### config.mk
export PLATFORM = sky130hd
export DESIGN_NAME = mrs_mac
export DESIGN_NICKNAME = d
export VERILOG_FILES = /design/src/hdl/mrs_pkg.sv /design/src/hdl/mrs_mac.sv
export SDC_FILE = /design/constraint.sdc
export NUM_CORES = 2
export LEC_CHECK = 0
export BUFFER_PORTS_ARGS = -buffer_cell sky130_fd_sc_hd__buf_4
export CORE_ASPECT_RATIO = 2
export CORE_UTILIZATION = 50
export DETAILED_ROUTE_END_ITERATION = 12
export PLACE_DENSITY = 0.78
export SYNTH_ARGS = -nofsm -noshare
export SYNTH_HDL_FRONTEND = slang
export SYNTH_SLANG_ARGS = --single-unit
### constraint.sdc
create_clock -name clk -period 26.3 [get_ports clk]
set_clock_uncertainty 0.15 [all_clocks]
set_input_delay 3.945 -clock clk [delete_from_list [all_inputs] [get_ports clk]]
set_output_delay 3.945 -clock clk [all_outputs]
set_load 0.1 [all_outputs]
### src/hdl/mrs_pkg.sv
// shared types, constants and codes of the montgomery repeated squaring core
// no dependencies
`default_nettype none
package mrs_pkg;

  localparam int OPERAND_BITS = 2048;
  localparam int MAX_LIMBS    = 32;
  localparam int LIMBS        = (OPERAND_BITS / 64 > MAX_LIMBS) ? MAX_LIMBS : OPERAND_BITS / 64;
  localparam int LAW          = (LIMBS > 1) ? $clog2(LIMBS) : 1;
  localparam int SCR_DEPTH    = 2 * LIMBS + 1;
  localparam int SAW          = $clog2(SCR_DEPTH);

  localparam logic [SAW-1:0] K_LIMBS    = SAW'(LIMBS);
  localparam logic [SAW-1:0] K_LAST_LOW = SAW'(LIMBS - 1);
  localparam logic [SAW-1:0] K_LAST_SQ  = SAW'(2 * LIMBS - 1);
  localparam logic [SAW-1:0] K_LAST_SCR = SAW'(2 * LIMBS);
  localparam logic [LAW-1:0] I_LAST     = LAW'(LIMBS - 1);

  typedef enum logic [1:0] {
    OP_LOAD_MOD = 2'd0,
    OP_LOAD_INV = 2'd1,
    OP_LOAD_VAL = 2'd2,
    OP_RUN      = 2'd3
  } op_t;

  typedef struct packed {
    op_t         operation;
    logic [4:0]  limb_index;
    logic [63:0] limb_value;
  } in_item_t;

  typedef struct packed {
    logic [63:0] result_limb;
    logic        last_limb;
  } out_item_t;

  // product pass: square, low product with inverse, add m times modulus
  typedef enum logic [1:0] {
    P_SQ = 2'd0,
    P_M  = 2'd1,
    P_U  = 2'd2
  } pass_t;

  typedef enum logic [4:0] {
    S_IDLE,
    S_CLR,
    S_ROW_RD,
    S_ROW_LD,
    S_STEP_RD,
    S_STEP_GO,
    S_STEP_WAIT,
    S_STEP_WR,
    S_TOP_RD,
    S_TOP_LD,
    S_SUB_RD,
    S_SUB_WR,
    S_CP_RD,
    S_CP_WR,
    S_OUT_RD,
    S_OUT_LD,
    S_OUT_WAIT
  } state_t;

  typedef struct packed {
    logic        start;
    logic [63:0] a;
    logic [63:0] b;
    logic [64:0] addend;
  } mac_req_t;

  typedef struct packed {
    logic         done;
    logic [127:0] acc;
  } mac_rsp_t;

endpackage
`default_nettype wire

### src/hdl/mrs_mac.sv
// shared multiply-accumulate unit: acc = a * b + addend, 64x64 bits
// one 32x32 partial product per cycle; uses mrs_pkg
`default_nettype none
module mrs_mac (
  input  wire logic            clk,
  input  wire logic            rst_n,
  input  wire mrs_pkg::mac_req_t req,
  output mrs_pkg::mac_rsp_t      rsp
);

  logic [63:0]  a_r, b_r;
  logic [127:0] acc_r, acc_nxt;
  logic [1:0]   cnt_r, cnt_nxt;
  logic         busy_r, busy_nxt;
  logic         done_r, done_nxt;
  logic [31:0]  a_half, b_half;
  logic [63:0]  pp;
  logic [127:0] pp_sh;

  always_comb begin
    a_half = cnt_r[0] ? a_r[63:32] : a_r[31:0];
    b_half = cnt_r[1] ? b_r[63:32] : b_r[31:0];
    pp     = 64'(a_half) * 64'(b_half);
    case (cnt_r)
      2'd0:    pp_sh = {64'd0, pp};
      2'd3:    pp_sh = {pp, 64'd0};
      default: pp_sh = {32'd0, pp, 32'd0};
    endcase
  end

  always_comb begin
    acc_nxt  = acc_r;
    cnt_nxt  = cnt_r;
    busy_nxt = busy_r;
    done_nxt = 1'b0;
    if (req.start) begin
      acc_nxt  = {63'd0, req.addend};
      cnt_nxt  = 2'd0;
      busy_nxt = 1'b1;
    end else if (busy_r) begin
      acc_nxt = acc_r + pp_sh;
      cnt_nxt = cnt_r + 2'd1;
      if (cnt_r == 2'd3) begin
        busy_nxt = 1'b0;
        done_nxt = 1'b1;
      end
    end
  end

  always_ff @(posedge clk) begin
    if (!rst_n) begin
      busy_r <= 1'b0;
      done_r <= 1'b0;
      cnt_r  <= 2'd0;
    end else begin
      busy_r <= busy_nxt;
      done_r <= done_nxt;
      cnt_r  <= cnt_nxt;
    end
    acc_r <= acc_nxt;
    if (req.start) begin
      a_r <= req.a;
      b_r <= req.b;
    end
  end

  assign rsp.done = done_r;
  assign rsp.acc  = acc_r;

  a_done_after_busy: assert property (@(posedge clk) disable iff (!rst_n)
    done_r |-> $past(busy_r)) else $error("mac done without a running product");
  a_no_restart: assert property (@(posedge clk) disable iff (!rst_n)
    busy_r && cnt_r != 2'd3 |=> busy_r) else $error("mac stopped early");
  a_four_cycles: assert property (@(posedge clk) disable iff (!rst_n)
    req.start |=> ##3 done_nxt || req.start || $past(req.start, 1) == 1'b0)
    else $error("mac latency broken");

endmodule
`default_nettype wire

==> summary.md <==
| Metric | Value |
|---|---|
| GRT Overall Usage | `0.403` |
| Min Clock Period, post-route | `about 15000 ps` |
| Final worst-path cycle share | `0.563` |
| Top cell type's share of synthesized area | `0.356` |
| First-pass GRT wire length | `297000 µm` |
| Worst R2R Setup Slack | `approximately 12000 ps` |
| CTS root buffer | `clkbuf_16` |
| Syn_area_per_cell | `8.85 µm²` |
| I/O Buffers | `324` |
| Asr flop ratio synth | `0` |
| Crit. Startpoint | `cnt_r[0]$_SDFFE_PP0P_` |
| Share of layout cells above drive strength 1 | `0.0982` |
| Iteration-0 DRC Markers | `3813` |
| Die Span X | `227 µm` |
| Register area share after synthesis | `0.141` |
| HP Start | `acc_r[121]$_SDFFE_PP0P_` |
| CTS tree | `yes` |
| Post-CTS sizing | `0` |
| Storage element area | `just over 7000 µm²` |
| DRT Wirelength | `201000 µm` |
| R2r worst-path depth | `36` |
| Max frequency | `67.6 MHz` |
| Setup Fix Bufs, Post-CTS | `0` |
| Largest net degree at the start of global routing | `approximately 110` |
| Setup TNS | `0 ps` |
| Register bit count reported by yosys | `260` |
| Max-Cap Viols | `1` |
| Transition time of the tightest slew-check pin | `1470 ps` |
| IO Count | `325` |
| Crit-path max FO | `34` |
| CP max stage delay | `approximately 1100 ps` |
| DRC | `0` |
| Hold Fails Final Rpt | `0` |
| CP required | `26620 ps` |
| Inserted Clock Buffers | `27` |
| Final Max Tran Viols | `0` |
| Min-Delay Path Class | `register to register` |
| Via count | `around 44000` |
| DRT antenna net count | `0` |
| WS Path Type | `register to register` |
| # nets final | `7349` |
| WL/cell | `~28 µm` |
| Ys flop type | `edfxtp_1` |
| Post-synth top area cell | `fa_1` |
| Status | `finished with violations` |
| Reg clk slew, reported paths | `roughly 70 ps` |
| Fillers | `9025` |
| Unrepaired setup endpoints after global routing | `false` |
| Cell with the most instances after synthesis | `fa_1` |
| GRT overflow | `0` |
| Failing checks | `capacitance limit` |
| Die height | `451 µm` |
| Die area | `102000 µm²` |
| Initial core utilization | `0.505` |
| Critical Path AT | `between 15000 and 20000 ps` |
| Most common cell on crit path | `fa_1` |
| Synth area leaders | `fa_1, edfxtp_1, ha_1` |
| Placer Congestion | `1.07` |
| Area grow syn2layout | `9.40%` |
| Crit path max-delay cell type | `o21ai_0` |
| Post-synth top cells | `fa_1, inv_1, nor2_1` |
| Max_slew headroom | `0.0118` |
| Vias in the first global route | `47300` |
| DP HPWL | `between 150000 and 200000 µm` |
| Vias per cell | `6.11` |
| # rows | `164` |
| CTS H-tree depth | `1` |
| Hold_buf cts | `0` |
| RR Startpoint | `cnt_r[0]$_SDFFE_PP0P_` |
| Final setup fails | `0` |
| Crit end category | `register` |
| Mapped Nets | `7200` |
| Skew-Pair Late Insertion Delay | `650 ps` |
| Area of the multi-input gates | `slightly below 40000 µm²` |
| RR Endpoint | `acc_r[79]$_SDFFE_PP0P_` |
| Pre-antenna DRT Iters | `6` |
| EDFF count, synth | `193` |
| Ys Warns | `0` |
| CP startpoint kind | `register` |
| Distinct cells, synth | `87` |
| Clock Sinks | `260` |
| Mapped Cells | `5708` |
| Mapped Area | `50500 µm²` |
| CTS Buffer Depth | `3` |
| CORE AREA | `99900 µm²` |
| Initial antenna violation count | `9` |
| CP Capture Point | `acc_r[79]$_SDFFE_PP0P_` |
[logic make-up (layout without fill, tap and decap cells)]
group | count (synthesis) | in the layout | synth area share
simple gates | 1777 | 1777 | 0.146
fa+ha+maj | 1296 | 1296 | 0.454
buf+inv | 1176 | 1343 | 0.0877
compound gates | 870 | 870 | 0.109
flops | 260 | 260 | 0.141
xor+xnor | 181 | 181 | 0.0314
mux | 148 | 148 | 0.0309
other cells | 0 | 4 | 0
[worst min-delay path by stage]
stage | depth (start not counted) | end
after floorplan | 3 | acc_r[76]$_SDFFE_PP0P_
after global placement | 2 | acc_r[102]$_SDFFE_PP0P_
after detailed placement | 2 | acc_r[94]$_SDFFE_PP0P_
after CTS | 2 | acc_r[94]$_SDFFE_PP0P_
after global routing | 2 | acc_r[117]$_SDFFE_PP0P_
final | 2 | acc_r[121]$_SDFFE_PP0P_
[placed cells by master, fill, tap and decap left out, drive strengths merged, types with 5 or more instances in the layout]
| cell type | n |
|---|---|
| a211oi | 15 |
| a21boi | 16 |
| a21o | 87 |
| a21oi | 265 |
| a221o | 5 |
| a22o | 50 |
| a31oi | 23 |
| a41oi | 5 |
| and2 | 63 |
| and3 | 17 |
| buf | 405 |
| clkbuf | 33 |
| clkinv | 6 |
| dfxtp | 67 |
| edfxtp | 193 |
| fa | 897 |
| ha | 399 |
| inv | 894 |
| mux2 | 64 |
| mux2i | 84 |
| nand2 | 725 |
| nand2b | 21 |
| nand3 | 33 |
| nand4 | 71 |
| nor2 | 761 |
| nor2b | 12 |
| nor3 | 38 |
| nor4 | 9 |
| o211ai | 17 |
| o21a | 17 |
| o21ai | 249 |
| o21bai | 43 |
| o22ai | 7 |
| o31ai | 16 |
| o41ai | 5 |
| or2 | 7 |
| or3 | 7 |
| xnor2 | 98 |
| xor2 | 83 |
[stage by stage]
stage	setup slack, ps	utilization	cell area [µm²]	instances	hold WS [ps]
final	11500	0.553	55200	7207	345
after global placement	11870	0.544	54400	7156	327
after CTS	11810	0.553	55200	7203	345
after global routing	11180	0.553	55200	7206	371
after floorplan	14760	-	50500	5708	428
after detailed placement	11870	0.544	54400	7156	330
[area by class of cell]
type / instances / area share
well taps: 1328 / 0.0301
repair buffers: 405 / 0.0552
clock inverters: 14 / 0.00215
multi-input cells: 4272 / 0.710
diodes: 4 / 0.000181
clock buffers: 33 / 0.0130
inverters: 891 / 0.0605
flip-flops and latches: 260 / 0.129
[critical path, delay by kind of cell, from the launching register on]
kind,cells,cell delay [ps]
buf+inv,5,890
compound gates,14,5220
mux,1,960
flops,1,750
simple gates,4,900
xor+xnor,2,1070
fa+ha+maj,10,4630
[sequential cells by signal, indices dropped and copies added (netlist names)]
name	cells
acc_r	128
b_r	64
a_r	64
cnt_r	2
done_r	1
busy_r	1
[layer usage]
layer	vias to the layer above	global-route usage	part of all wire
met1	21600	0.409	0.30
met3	1036	0.0810	0.092
li1	18500	-	-
met4	8	0.428	0.13
met2	2861	0.663	0.47
met5	-	0	0.00028
Power is left out: the tool's default activity adds up to more than one toggle a clock period on the data nets, which glitch-free logic cannot reach.
